--- config.mk ---
export PLATFORM = sky130hd
export DESIGN_NAME = rotary_encoder_button_events_unit
export DESIGN_NICKNAME = d
export VERILOG_FILES = /design/src/reb_pkg.sv /design/src/reb_core.sv /design/src/rotary_encoder_button_events_unit.sv
export SDC_FILE = /design/constraint.sdc
export NUM_CORES = 1
export LEC_CHECK = 0
export ABC_AREA = 1
export BUFFER_PORTS_ARGS = -buffer_cell sky130_fd_sc_hd__buf_2
export CAP_MARGIN = 20
export CORE_MARGIN = 5
export CORE_UTILIZATION = 30
export DETAILED_ROUTE_END_ITERATION = 6
export PLACE_DENSITY_LB_ADDON = 0.12
export SLEW_MARGIN = 20
export SYNTH_ARGS = -nofsm -noshare
export SYNTH_HDL_FRONTEND = slang
export SYNTH_SLANG_ARGS = --single-unit
export TNS_END_PERCENT = 100
--- constraint.sdc ---
create_clock -name i_clk -period 3.3 [get_ports i_clk]
set_clock_uncertainty 0.15 [all_clocks]
set_input_delay 0.165 -clock i_clk [delete_from_list [all_inputs] [get_ports i_clk]]
set_output_delay 0.165 -clock i_clk [all_outputs]
set_load 0.01 [all_outputs]
--- src/reb_pkg.sv ---
// Shared types and constants for the rotary encoder and button event unit.
package reb_pkg;

    localparam int unsigned TimeW    = 32;
    localparam int unsigned HoldW    = 16;
    localparam int unsigned CfgIdxW  = 1;
    localparam int unsigned CfgDataW = 16;

    localparam logic [HoldW-1:0] LongPressReset = 16'd1500;

    // configuration register indexes
    localparam logic [CfgIdxW-1:0] CfgLongPressMs   = 1'd0;
    localparam logic [CfgIdxW-1:0] CfgHandlerEnable = 1'd1;

    // mode code that no event kind uses
    localparam logic [1:0] ModeUnused = 2'd3;

    typedef enum logic [1:0] {
        MODE_ENCODER = 2'd0,
        MODE_BUTTON  = 2'd1,
        MODE_TICK    = 2'd2
    } t_mode;

    typedef enum logic [1:0] {
        PHASE_IDLE = 2'd0,
        PHASE_CW   = 2'd1,
        PHASE_CCW  = 2'd2
    } t_phase;

    typedef struct packed {
        logic       mode_unused;
        t_mode      mode;
        logic       enc_a;
        logic       enc_b;
        logic       button_level;
        logic [TimeW-1:0] now_ms;
    } t_event;

    typedef struct packed {
        logic turn_right;
        logic turn_left;
        logic short_press;
        logic hold_press;
    } t_result;

endpackage

--- src/reb_core.sv ---
// Event decode state: detent decoder, button tracking and tick reporting.
module reb_core (
    input  logic                          i_clk,
    input  logic                          i_rst_n,
    input  logic                          i_fire,
    input  reb_pkg::t_event               i_event,
    input  logic [reb_pkg::HoldW-1:0]     i_hold_ms,
    input  logic                          i_handler_enabled,
    output reb_pkg::t_result              o_result
);

    reb_pkg::t_phase             r_phase, n_phase;
    logic                        r_pend_right, n_pend_right;
    logic                        r_pend_left, n_pend_left;
    logic                        r_pend_press, n_pend_press;
    logic                        r_held, n_held;
    logic [reb_pkg::TimeW-1:0]   r_press_time, n_press_time;

    logic [reb_pkg::TimeW-1:0]   elapsed;
    logic                        expired;
    reb_pkg::t_phase             cur_phase;

    assign elapsed = i_event.now_ms - r_press_time;
    assign expired = elapsed > {{(reb_pkg::TimeW-reb_pkg::HoldW){1'b0}}, i_hold_ms};

    always_comb begin
        // the unused phase code reads as idle
        cur_phase    = (r_phase == reb_pkg::PHASE_CW || r_phase == reb_pkg::PHASE_CCW)
                       ? r_phase : reb_pkg::PHASE_IDLE;
        n_phase      = r_phase;
        n_pend_right = r_pend_right;
        n_pend_left  = r_pend_left;
        n_pend_press = r_pend_press;
        n_held       = r_held;
        n_press_time = r_press_time;
        o_result     = '0;
        if (!i_event.mode_unused) begin
            unique case (i_event.mode)
                reb_pkg::MODE_ENCODER: begin
                    n_phase = cur_phase;
                    if (!i_event.enc_a) begin
                        n_phase = i_event.enc_b ? reb_pkg::PHASE_CW : reb_pkg::PHASE_CCW;
                    end else if (cur_phase == reb_pkg::PHASE_CW && !i_event.enc_b) begin
                        n_pend_right = 1'b1;
                        n_phase      = reb_pkg::PHASE_IDLE;
                    end else if (cur_phase == reb_pkg::PHASE_CCW && i_event.enc_b) begin
                        n_pend_left = 1'b1;
                        n_phase     = reb_pkg::PHASE_IDLE;
                    end
                end
                reb_pkg::MODE_BUTTON: begin
                    n_press_time = i_event.now_ms;
                    if (!i_event.button_level) begin
                        n_held = 1'b1;
                    end else if (r_held) begin
                        n_pend_press = 1'b1;
                        n_held       = 1'b0;
                    end
                end
                reb_pkg::MODE_TICK: begin
                    o_result.turn_right  = i_handler_enabled & r_pend_right;
                    o_result.turn_left   = i_handler_enabled & r_pend_left;
                    o_result.short_press = i_handler_enabled & r_pend_press;
                    n_pend_right = 1'b0;
                    n_pend_left  = 1'b0;
                    n_pend_press = 1'b0;
                    if (r_held && expired) begin
                        o_result.hold_press = i_handler_enabled & ~i_event.button_level;
                        n_held = 1'b0;
                    end
                end
                default: begin
                end
            endcase
        end
    end

    always_ff @(posedge i_clk) begin
        if (!i_rst_n) begin
            r_phase      <= reb_pkg::PHASE_IDLE;
            r_pend_right <= 1'b0;
            r_pend_left  <= 1'b0;
            r_pend_press <= 1'b0;
            r_held       <= 1'b0;
            r_press_time <= '0;
        end else if (i_fire) begin
            r_phase      <= n_phase;
            r_pend_right <= n_pend_right;
            r_pend_left  <= n_pend_left;
            r_pend_press <= n_pend_press;
            r_held       <= n_held;
            r_press_time <= n_press_time;
        end
    end

endmodule

--- src/rotary_encoder_button_events_unit.sv ---
// Top level of the rotary encoder and button event unit.
// Path: an event passes through the input register, then the result register.
// Throughput: one event per cycle while the consumer does not stall; the input
//   register can still take one event while a finished result waits for the consumer.
// Reset (i_rst_n low, synchronous): pipeline empty, decoder idle, flags clear,
//   hold time 1500 ms, handler detached.
module rotary_encoder_button_events_unit (
    input  logic                            i_clk,
    input  logic                            i_rst_n,
    // event channel
    input  logic                            i_in_valid,
    output logic                            o_in_stall,
    input  logic [1:0]                      i_mode,
    input  logic                            i_enc_a,
    input  logic                            i_enc_b,
    input  logic                            i_button_level,
    input  logic [reb_pkg::TimeW-1:0]       i_now_ms,
    // result channel
    output logic                            o_out_valid,
    input  logic                            i_out_stall,
    output logic                            o_turn_right,
    output logic                            o_turn_left,
    output logic                            o_short_press,
    output logic                            o_hold_press,
    // configuration writes
    input  logic                            i_cfg_we,
    input  logic [reb_pkg::CfgIdxW-1:0]     i_cfg_idx,
    input  logic [reb_pkg::CfgDataW-1:0]    i_cfg_data
);

    logic [reb_pkg::HoldW-1:0] r_hold_ms;
    logic                      r_handler_enabled;

    logic                      r_in_valid;
    reb_pkg::t_event           r_event;
    logic                      r_out_valid;
    reb_pkg::t_result          r_result;
    reb_pkg::t_result          result;

    logic                      fire;
    logic                      in_xfer;

    // Advance the held event into the result register whenever that slot is
    // empty or being drained this cycle; the decoder state commits on the
    // same edge.
    assign fire       = r_in_valid && (!r_out_valid || !i_out_stall);
    assign o_in_stall = r_in_valid && !fire;
    assign in_xfer    = i_in_valid && !o_in_stall;

    // Configuration: plain write port, no read-back.
    always_ff @(posedge i_clk) begin
        if (!i_rst_n) begin
            r_hold_ms         <= reb_pkg::LongPressReset;
            r_handler_enabled <= 1'b0;
        end else if (i_cfg_we) begin
            unique case (i_cfg_idx)
                reb_pkg::CfgLongPressMs:   r_hold_ms         <= i_cfg_data;
                reb_pkg::CfgHandlerEnable: r_handler_enabled <= i_cfg_data[0];
                default: begin
                end
            endcase
        end
    end

    // Input register: hold the event while the result side backs up.
    always_ff @(posedge i_clk) begin
        if (!i_rst_n) begin
            r_in_valid <= 1'b0;
        end else if (in_xfer) begin
            r_in_valid <= 1'b1;
        end else if (fire) begin
            r_in_valid <= 1'b0;
        end
    end

    always_ff @(posedge i_clk) begin
        if (in_xfer) begin
            // mode code three is unused; flag it so the core drops the event
            r_event.mode_unused  <= (i_mode == reb_pkg::ModeUnused);
            r_event.mode         <= reb_pkg::t_mode'(i_mode);
            r_event.enc_a        <= i_enc_a;
            r_event.enc_b        <= i_enc_b;
            r_event.button_level <= i_button_level;
            r_event.now_ms       <= i_now_ms;
        end
    end

    reb_core u_core (
        .i_clk             (i_clk),
        .i_rst_n           (i_rst_n),
        .i_fire            (fire),
        .i_event           (r_event),
        .i_hold_ms         (r_hold_ms),
        .i_handler_enabled (r_handler_enabled),
        .o_result          (result)
    );

    // Result register: one result per event, every field zero except on ticks.
    always_ff @(posedge i_clk) begin
        if (!i_rst_n) begin
            r_out_valid <= 1'b0;
        end else if (fire) begin
            r_out_valid <= 1'b1;
        end else if (!i_out_stall) begin
            r_out_valid <= 1'b0;
        end
    end

    always_ff @(posedge i_clk) begin
        if (fire) begin
            r_result <= result;
        end
    end

    assign o_out_valid   = r_out_valid;
    assign o_turn_right  = r_result.turn_right;
    assign o_turn_left   = r_result.turn_left;
    assign o_short_press = r_result.short_press;
    assign o_hold_press  = r_result.hold_press;

endmodule

==> results of run 1 <==
==> cell type report <==
cell class                 instances  area share
inverter                         202      0.0884
clock inverter                     7     0.00846
sequential                        99       0.280
timing repair buffer             156       0.136
clock buffer                       9      0.0263
multi-input combinational        617       0.420
tap                              275      0.0401
==> metal layers <==
| metal | track usage | share of wire | up-vias |
|---|---|---|---|
| li1 | - | - | 3208 |
| met1 | 0.186 | 0.49 | 2522 |
| met2 | 0.240 | 0.46 | 84 |
| met3 | 0.0260 | 0.037 | 17 |
| met4 | 0.0351 | 0.015 | 0 |
| met5 | 0 | 0 | - |
==> cells in the final DEF (no fill, tap or decap), types with 36 or more instances in the layout <==
cell,netlist,final
sky130_fd_sc_hd__ha_1,50,36
sky130_fd_sc_hd__nor2_1,58,53
sky130_fd_sc_hd__buf_2,1,64
sky130_fd_sc_hd__nand2_1,274,259
sky130_fd_sc_hd__o21ai_0,49,49
sky130_fd_sc_hd__a21oi_1,73,71
sky130_fd_sc_hd__dfxtp_1,57,56
sky130_fd_sc_hd__inv_1,199,191
sky130_fd_sc_hd__edfxtp_1,42,42
sky130_fd_sc_hd__dlygate4sd3_1,0,58
==> metrics by stage <==
step                      hold WS (ns)   util  setup slack (ns)
final                            0.164  0.405             0.114
after global routing             0.191  0.405            -0.219
after CTS                        0.155  0.395           0.00131
after detailed placement         0.193  0.346            -0.126
after global placement           0.191  0.346           -0.0950
after floorplan                  0.114      -             0.280
==> path summary, 6_finish.rpt <==
kind / startpoint / cells after the start / end / slack, ns
max: r_event[4] / 23 / u_core.r_held / 0.11
max reg2reg: r_event[4] / 23 / u_core.r_held / 0.11
min: i_cfg_idx / 4 / r_hold_ms[6] / 0.16
min reg2reg: u_core.r_press_time[20] / 2 / u_core.r_press_time[20] / 0.31
==> cells by family (layout without fill, tap and decap cells) <==
kind of cell / after synthesis / count (layout) / synth area share
AO/OA/AOI/OAI: 136 / 136 / 0.111
adder cells (fa/ha/maj): 51 / 51 / 0.0998
XOR/XNOR: 15 / 15 / 0.0203
buffers and inverters: 215 / 374 / 0.125
AND/OR/NAND/NOR: 415 / 415 / 0.273
flip-flops: 99 / 99 / 0.371
==> worst max-delay path, stage by stage, from the launching register on <==
cell and delay [ns]:
sky130_fd_sc_hd__edfxtp_1 0.45, sky130_fd_sc_hd__ha_4 0.27, sky130_fd_sc_hd__nand2_1 0.08, sky130_fd_sc_hd__inv_1 0.07, sky130_fd_sc_hd__nand2_1 0.10, sky130_fd_sc_hd__nand3_2 0.11
sky130_fd_sc_hd__nand2_1 0.10, sky130_fd_sc_hd__nand2_2 0.08, sky130_fd_sc_hd__xor2_2 0.19, sky130_fd_sc_hd__ha_1 0.32, sky130_fd_sc_hd__nand2_2 0.08, sky130_fd_sc_hd__nor2_4 0.11
sky130_fd_sc_hd__nand3_2 0.08, sky130_fd_sc_hd__nor2_2 0.10, sky130_fd_sc_hd__nand4_1 0.09, sky130_fd_sc_hd__nand2_1 0.09, sky130_fd_sc_hd__nand3_1 0.09, sky130_fd_sc_hd__nor2_1 0.09
sky130_fd_sc_hd__nand2_1 0.07, sky130_fd_sc_hd__nor2_2 0.13, sky130_fd_sc_hd__nand3_1 0.09, sky130_fd_sc_hd__nand2_1 0.07, sky130_fd_sc_hd__nand2_1 0.05, sky130_fd_sc_hd__a21oi_2 0.10
==> sequential cells by signal (all words and copies together), names as in the netlist <==
name                 count
u_core.r_press_time     32
r_handler_enabled        1
u_core.r_pend_press      1
u_core.r_pend_right      1
r_hold_ms               16
o_hold_press             1
u_core.r_held            1
o_out_valid              1
u_core.r_pend_left       1
o_short_press            1
u_core.r_phase           2
r_in_valid               1
o_turn_right             1
r_event                 38
o_turn_left              1
==> timing repair <==
item | in CTS | in global routing
hold buffers | 58 | 0
resized for setup | 21 | 46
endpoints found under the setup margin | 2 | 2
cloned | 0 | 0
pin swaps | 3 | 18
buffers inserted | 0 | 5
hold endpoints to repair | 57 | 0
==> where the power goes <==
group          internal (mW)  switching, mW
clock                  0.535          0.540
combinational          0.358          0.474
sequential              1.34         0.0259
total                   2.23           1.04
==> results.cfg, run 1 <==
[status]
result_of_the_run = finished clean

[yosys]
syn-num-nets = 1041
synthArstFlopShare = 0
yosysMostFrequentCell = sky130_fd_sc_hd__nand2_1
ys_seq_area_frac = 0.371
post_synth_inst_count = 931
yosys-top-cells-area = sky130_fd_sc_hd__edfxtp_1, sky130_fd_sc_hd__dfxtp_1, sky130_fd_sc_hd__nand2_1, sky130_fd_sc_hd__inv_1, sky130_fd_sc_hd__ha_1
synth_edf_count = 42
netlist_area_sq_um = 6470
share_of_the_synthesized_area_in_the_top_cell_type = 0.195
synth-warning-count = 0
post-synth-top-area-cell = sky130_fd_sc_hd__edfxtp_1
ys_top_cells_by_count = sky130_fd_sc_hd__nand2_1, sky130_fd_sc_hd__inv_1, sky130_fd_sc_hd__a21oi_1
synth_cell_types = 32
syn-mean-instance-area_sq_um = 6.95
synth_seq_cells = 99
synth_flop_cell = sky130_fd_sc_hd__dfxtp_1

[sta]
max-slew-margin-rel = 0.403
period_share = 0.965
drv_slew = 0
layout_min_cycle_time_ns = 3.19
unrepaired_setup_endpoints_after_global_routing = yes
setup_viol_count_final = 0
achievable-frequency_mhz = 314
timing_hold_violations_final = 0
final.setup.tns_ns = 0
tightestPinTransition_ns = 0.895

[hold_path]
worst_hold_path_class = in -> reg

[power]
p_per_area_nw_per_um2 = 381
cellLeakagePower_nw = 4.18
design_power_total_mw = 3.27
ir_drop_mv = 0.226

[run]
number_of_max_cap_violations = 0

[floorplanning]
core_area_sq_um = 21200
placement_rows = 53
floorplan.die.width_microns = 157
boundaryPins = 65
die_area_sq_um = 24600
fp.dieH_microns = 157
floorplan.initialDensity = 0.306

[route]
detail_route.iter0.violations = 241
dr_total_vias = 5831
drt_drc_violations_left = 0
wl_microns = 17200
drt_pass1_iterations = 7
route.detailed.wl_per_inst_microns = 12.6
drt-vias-per-instance = 4.27
number_of_nets_with_antenna_violations_after_detailed_routing = 0

[grt]
grt_remaining_overflow = 0
grt_start_max_net_pins = 53
grt_pass1_vias = 5636
grt_use_total = 0.142
antenna_violations_before_repair = 0
wire_length_of_the_first_global_routing_pass_microns = 27700

[cells_and_area]
regArea_sq_um = 2400
area_taken_by_multi_input_logic_gates_sq_um = 3600
final_design_area_no_fill_sq_um = 8570
fin_cells = 1365
final_layout_size_suffix_gt1_frac = 0.188
design.final.nets = 1195
num_antenna_cells = 0
fill_cells = 2255
layout_overhead_on_the_synthesized_area_pct = 32.5

[clocking]
cts_root_buf = sky130_fd_sc_hd__clkbuf_16
cts_made_buffers = 9
cts_htree_levels = 3
clk_latency_ns = 0.36
cts_sinks = 99
cts_tree = done
ctsLongestPathBuffers = 2
clk_transition_reported_paths_ns = 0.08

[setup_path]
cp.required_ns = 3.45
critPathCaptureType = register
crit_type = reg -> reg
startpoint_type = register
critical_path.max_fanout = 4
crit_arrival_ns = 3.33

[placed_design]
placedCellCount = 1286
final_weighted_congestion_in_routability_driven_placement = 0.856
dp_area_sq_um = 7310
io_buffer_count = 64
post_dp_hpwl_microns = 13500
(Power assumes the default switching activity.)
==> run 2: changes to the inputs <==
- SYNTH_HIERARCHICAL: not set -> 1
==> run 2 against run 1 <==
Against the previous run:
- the flow now finishes with violations (negative setup slack)
- worst setup slack worse by 0.14 ns
- cell area increased by 5.6%
- critical path depth grew 5
- non-clock buffer count grew 45
- register-to-register slack worse by 0.14 ns
- first-iteration DRC count fell by 27%
- utilization increased by 1.2 points
- sequential power is essentially flat
- synthesized cell count rose by 3.9%
- maximum frequency fell by 4.2%
- critical endpoint is now u_core/r_held
==> results.cfg, run 2 <==
[status]
result_of_the_run = complete, but fails checks
failed_checks = negative setup slack

[route]
dr_total_vias = 6141
drt_pass1_iterations = 4
detail_route.iter0.violations = 175
drt-vias-per-instance = 4.24
wl_microns = 16900
route.detailed.wl_per_inst_microns = 11.7
drt_drc_violations_left = 0
number_of_nets_with_antenna_violations_after_detailed_routing = 0

[sta]
drv_slew = 0
achievable-frequency_mhz = 301
max-slew-margin-rel = 0.375
period_share = 1.01
holdWs_ns = 0.0527
setup_viol_count_final = 1
setup_slack_after_layout_ns = -0.0266
unrepaired_setup_endpoints_after_global_routing = yes
final.setup.tns_ns = -0.0266
timing_hold_violations_final = 0
tightestPinTransition_ns = 0.938
layout_min_cycle_time_ns = 3.33

[setup_path]
crit_path_max_incr_delay_ns = 0.44
critical_path.most_common_cell = sky130_fd_sc_hd__nand2_2
timing.critical_path.max_delay_family = simple AND/OR/NAND/NOR gates
timing.critical_path.buf_inv = 3
critPathCaptureType = register
crit_type = reg -> reg
critical_path.max_fanout = 4
startpoint_type = register
cp.required_ns = 3.45
highest_delay_cell_along_the_critical_path = sky130_fd_sc_hd__edfxtp_1
crit_arrival_ns = 3.48

[cells_and_area]
design.final.nets = 1271
most-common-layout-cells = sky130_fd_sc_hd__nand2_1, sky130_fd_sc_hd__inv_1, sky130_fd_sc_hd__buf_4
largest_register_ffs = 38
num_antenna_cells = 0
final_layout_size_suffix_gt1_frac = 0.227
regMostFlops = r_event
regArea_sq_um = 2400
final_design_area_no_fill_sq_um = 9050
final_common_cell = sky130_fd_sc_hd__nand2_1
top_regs = r_event x38, u_core/r_press_time x32, r_hold_ms x16
fill_cells = 2285
layout_overhead_on_the_synthesized_area_pct = 38.0
area_taken_by_multi_input_logic_gates_sq_um = 3680
fin_cells = 1449

[grt]
groute.layer.met3.usage = 0.0221
grt_pass1_vias = 5887
grt_use_total = 0.143
wire_length_of_the_first_global_routing_pass_microns = 28400
global_route.usage.met1 = 0.207
grt_start_max_net_pins = 62
busiest_layer = met2
gr-usage-met2 = 0.223
antenna_violations_before_repair = 0
grt_remaining_overflow = 0

[yosys]
synthArstFlopShare = 0
syn-mean-instance-area_sq_um = 6.78
post_synth_inst_count = 967
synth-warning-count = 6
syn-num-nets = 1074
ys_top_cells_by_count = sky130_fd_sc_hd__nand2_1, sky130_fd_sc_hd__inv_1, sky130_fd_sc_hd__nor2_1
synth_flop_cell = sky130_fd_sc_hd__dfxtp_1
netlist_area_sq_um = 6560
yosysMostFrequentCell = sky130_fd_sc_hd__nand2_1
synth_edf_count = 42
synth_cell_types = 37
yosys-top-cells-area = sky130_fd_sc_hd__edfxtp_1, sky130_fd_sc_hd__dfxtp_1, sky130_fd_sc_hd__nand2_1, sky130_fd_sc_hd__inv_1, sky130_fd_sc_hd__ha_1
ys_seq_area_frac = 0.366
share_of_the_synthesized_area_in_the_top_cell_type = 0.192
post-synth-top-area-cell = sky130_fd_sc_hd__edfxtp_1
synth_seq_cells = 99

[clocking]
cts_root_buf = sky130_fd_sc_hd__clkbuf_16
cts_sinks = 99
cts_htree_levels = 3
cts_made_buffers = 9
clk_transition_reported_paths_ns = 0.08
cts_tree = done
ctsLongestPathBuffers = 2
clk_latency_ns = 0.36

[power]
p_per_area_nw_per_um2 = 370
pwr-share-clk = 0.320
power.net_switching_mw = 1.06
share_comb_of_total_power = 0.271
ir_drop_mv = 0.207
cellLeakagePower_nw = 4.60
switching_portion_of_total_power = 0.316
power.internal_mw = 2.29
seqPwrFrac = 0.408

[floorplanning]
die_area_sq_um = 24900
fp.dieH_microns = 158
boundaryPins = 65
floorplan.die.width_microns = 158
placement_rows = 54
core_area_sq_um = 21700
floorplan.initialDensity = 0.302

[placed_design]
post_dp_hpwl_microns = 13400
dp_area_sq_um = 7650
io_buffer_count = 64
placedCellCount = 1362
final_weighted_congestion_in_routability_driven_placement = 0.857

[hold_path]
worst_hold_path_class = in -> reg

[run]
number_of_max_cap_violations = 0
[run 2: cell types whose count changed after synthesis, sizes merged, moves of 2 or more]
cell / delta
inv: +11
a21oi: -10
o211ai: -7
nor3: -3
a211oi: -2
nand3: +22
nor2: +17
buf: +4
o21ai: -10
ha: -3
clkbuf: -2
nand2: +18
[run 2: worst register-to-register path: cells and delay by family (launching register included)]
kind	cells	cell delay [ns]
buffers and inverters	3	0.22
XOR/XNOR	1	0.15
AND/OR/NAND/NOR	22	1.73
flip-flops	1	0.44
adder cells (fa/ha/maj)	2	0.58
[run 2: power groups by stage]
stage	Sequential (mW)	Combinational [mW]	Clock (mW)
floorplan	1.38	0.483	0
global placement	1.39	0.753	0
finish	1.37	0.908	1.07
detailed placement	1.39	0.752	0
global route	1.37	1.03	1.18
CTS	1.37	0.874	1.12
[run 2: through the flow]
step / worst slack [ns] / power, mW / utilization
after global placement: -0.172 / 2.14 / 0.353
final: -0.0266 / 3.35 / 0.417
after floorplan: 0.229 / 1.87 / -
after global routing: -0.301 / 3.58 / 0.417
after detailed placement: -0.222 / 2.14 / 0.353
after CTS: -0.0398 / 3.37 / 0.410
[run 2: cell families (layout without fill, tap and decap cells)]
kind of cell,Yosys count,in the layout,synth area share
flops,99,99,0.366
simple gates,469,469,0.304
fa+ha+maj,48,48,0.0927
xor+xnor,15,15,0.0200
buf+inv,229,431,0.134
compound gates,107,107,0.0834
[run 2: final cells by class]
class	count	area share
Sequential cell	99	0.265
Timing Repair Buffer	201	0.167
Multi-Input combinational cell	639	0.407
Clock buffer	9	0.0249
Tap cell	280	0.0387
Inverter	214	0.0887
Clock inverter	7	0.00857
[run 2: path summary, 6_finish.rpt]
path                                          start             endpoint  slack [ns]  cells after the start
worst max-delay path                     r_event[9]        u_core/r_held       -0.03                     28
worst min-delay path                      i_cfg_idx         r_hold_ms[9]        0.05                      4
worst max register to register           r_event[9]        u_core/r_held       -0.03                     28
worst min register to register  u_core/r_pend_right  u_core/r_pend_right        0.31                      2
[run 2: what timing repair did]
item	CTS	global route
gates resized for setup	58	30
pin swaps	26	37
hold buffers	58	0
setup endpoints to repair	2	2
setup buffers	7	6
endpoints found under the hold margin	57	0
gates cloned	0	0
[run 2: metal layers]
layer,wire length (microns),up-vias
met5,0,-
met4,191,0
met1,9130,2692
li1,-,3371
met2,7100,66
met3,458,12
==> run 3: changes to the inputs <==
- PLACE_DENSITY: not set -> 0.5
- PLACE_DENSITY_LB_ADDON: 0.12 -> not set
==> run 3 against run 2 <==
Against the previous run:
- the flow still finishes with violations (negative setup slack)
- sequential cell count unchanged
- via count about the same
- combinational power decreased by 2%
- worst setup slack worse by 0.095 ns
- utilization fell by 0.21 points
- clock power barely moved
- largest cell class unchanged
- highest routed layer unchanged
==> results.cfg, run 3 (synthesis results as in run 2) <==
[sta]
timing_hold_violations_final = 0
achievable-frequency_mhz = 292
holdWs_ns = 0.0359
period_share = 1.04
tightestPinTransition_ns = 0.920
setup_slack_after_layout_ns = -0.122
setup_viol_count_final = 2
drv_slew = 0
max-slew-margin-rel = 0.387
unrepaired_setup_endpoints_after_global_routing = yes
layout_min_cycle_time_ns = 3.42
final.setup.tns_ns = -0.225

[power]
p_per_area_nw_per_um2 = 373
ir_drop_mv = 0.241
seqPwrFrac = 0.407
pwr-share-clk = 0.327
cellLeakagePower_nw = 4.59
power.net_switching_mw = 1.08
power.internal_mw = 2.28
share_comb_of_total_power = 0.266
switching_portion_of_total_power = 0.320

[grt]
grt_remaining_overflow = 0
wire_length_of_the_first_global_routing_pass_microns = 28900
grt_use_total = 0.145
grt_pass1_vias = 5859
grt_start_max_net_pins = 55
antenna_violations_before_repair = 0

[setup_path]
critical_path.max_fanout = 6
internal_reg_to_reg_setup_slack_ns = -0.12
setup.worst_path.start = r_event[2]
reg_to_reg_end = o_hold_press
crit_path_capture = o_hold_press
r2r-start = r_event[2]
crit_type = reg -> reg
critPathCaptureType = register
cp.required_ns = 3.28
crit_arrival_ns = 3.40
timing.reg2reg.worst_path_depth = 24
startpoint_type = register

[floorplanning]
boundaryPins = 65
core_area_sq_um = 21700
die_area_sq_um = 24900
fp.dieH_microns = 158
floorplan.die.width_microns = 158
floorplan.initialDensity = 0.302
placement_rows = 54

[route]
number_of_nets_with_antenna_violations_after_detailed_routing = 0
wl_microns = 17400
detail_route.iter0.violations = 297
route.detailed.wl_per_inst_microns = 12.0
drt-vias-per-instance = 4.25
dr_total_vias = 6146
drt_drc_violations_left = 0
drt_pass1_iterations = 5

[placed_design]
io_buffer_count = 64
post_dp_hpwl_microns = 13400
preCtsSetupSlack_ns = -0.249
final_weighted_congestion_in_routability_driven_placement = 0.894
placedCellCount = 1362

[cells_and_area]
final_layout_size_suffix_gt1_frac = 0.220
layout_overhead_on_the_synthesized_area_pct = 37.3
design.final.nets = 1269
final_common_cell = sky130_fd_sc_hd__nand2_1
fin_cells = 1447
top_regs = r_event x38, u_core/r_press_time x32, r_hold_ms x16
most-common-layout-cells = sky130_fd_sc_hd__nand2_1, sky130_fd_sc_hd__inv_1, sky130_fd_sc_hd__buf_4
regMostFlops = r_event
fill_cells = 2277
num_antenna_cells = 0
largest_register_ffs = 38

[clocking]
cts_root_buf = sky130_fd_sc_hd__clkbuf_16
cts_made_buffers = 9
cts_sinks = 99
cts_tree = done
clk_transition_reported_paths_ns = 0.08
cts_htree_levels = 3
clk_latency_ns = 0.36
ctsLongestPathBuffers = 2

[run]
number_of_max_cap_violations = 0

[status]
result_of_the_run = complete, but fails checks
failed_checks = negative setup slack

[hold_path]
worst_hold_path_class = in -> reg
[run 3: final cells by class]
class,instances,area [sq um],share of cell area
sequential,99,2400,0.267
multi-input combinational,639,3650,0.406
tap,280,350,0.0389
inverter,214,803,0.0892
clock buffer,9,225,0.0250
clock inverter,7,92.6,0.0103
timing repair buffer,199,1480,0.164
[run 3: critical path, stage by stage (launching register included)]
cell	delay, ns
sky130_fd_sc_hd__edfxtp_1	0.45
sky130_fd_sc_hd__ha_4	0.30
sky130_fd_sc_hd__nand2_2	0.06
sky130_fd_sc_hd__nand2_2	0.06
sky130_fd_sc_hd__inv_2	0.07
sky130_fd_sc_hd__nand2_4	0.08
sky130_fd_sc_hd__buf_4	0.15
sky130_fd_sc_hd__nand3_2	0.07
sky130_fd_sc_hd__nand3b_4	0.09
sky130_fd_sc_hd__xor2_2	0.16
sky130_fd_sc_hd__ha_1	0.30
sky130_fd_sc_hd__nand2_1	0.08
sky130_fd_sc_hd__nor2_2	0.10
sky130_fd_sc_hd__nand3_2	0.10
sky130_fd_sc_hd__nor2_2	0.10
sky130_fd_sc_hd__nand4_1	0.10
sky130_fd_sc_hd__nand2_1	0.10
sky130_fd_sc_hd__nand3_2	0.07
sky130_fd_sc_hd__nor2_2	0.11
sky130_fd_sc_hd__nand2_1	0.06
sky130_fd_sc_hd__nor2_1	0.10
sky130_fd_sc_hd__nand2_1	0.09
sky130_fd_sc_hd__nand2_2	0.08
sky130_fd_sc_hd__buf_4	0.11
sky130_fd_sc_hd__nor3_2	0.03
[run 3: power groups by stage]
stage	Combinational, mW	Sequential [mW]	Clock (mW)
after CTS	0.856	1.37	1.15
after floorplan	0.483	1.38	0
after global placement	0.750	1.39	0
final	0.893	1.37	1.10
after detailed placement	0.752	1.39	0
after global routing	1.02	1.37	1.19
[run 3: how the worst min path moves through the flow]
stage	from	to	depth (start not counted)	slack (ns)
after global placement	i_now_ms[22]	r_event[22]	1	0.19
after detailed placement	i_now_ms[17]	r_event[17]	1	0.19
after CTS	i_cfg_idx	r_hold_ms[1]	4	0.01
after global routing	i_cfg_idx	r_hold_ms[1]	4	0.06
after floorplan	i_now_ms[0]	r_event[0]	0	0.11
final	i_cfg_idx	r_hold_ms[1]	4	0.04
[run 3: through the flow]
step	util	power, mW	instance area, sq um
after floorplan	-	1.87	6560
after global placement	0.353	2.14	7650
after detailed placement	0.353	2.14	7650
after CTS	0.407	3.38	8830
after global routing	0.415	3.59	9010
final	0.415	3.36	9010
[run 3: routing by layer]
layer | vias to the layer above | track usage | wire length (microns)
met2 | 90 | 0.229 | 7710
met1 | 2675 | 0.206 | 8860
met5 | - | 0 | 0
met3 | 13 | 0.0213 | 609
li1 | 3368 | - | -
met4 | 0 | 0.0471 | 244
[run 3: timing repair]
item / 4_1_cts / 5_1_grt
resized for setup: 33 / 40
pin swaps: 24 / 33
setup buffers: 7 / 4
hold endpoints to repair: 57 / 0
setup endpoints to repair: 2 / 2
hold buffers: 58 / 0
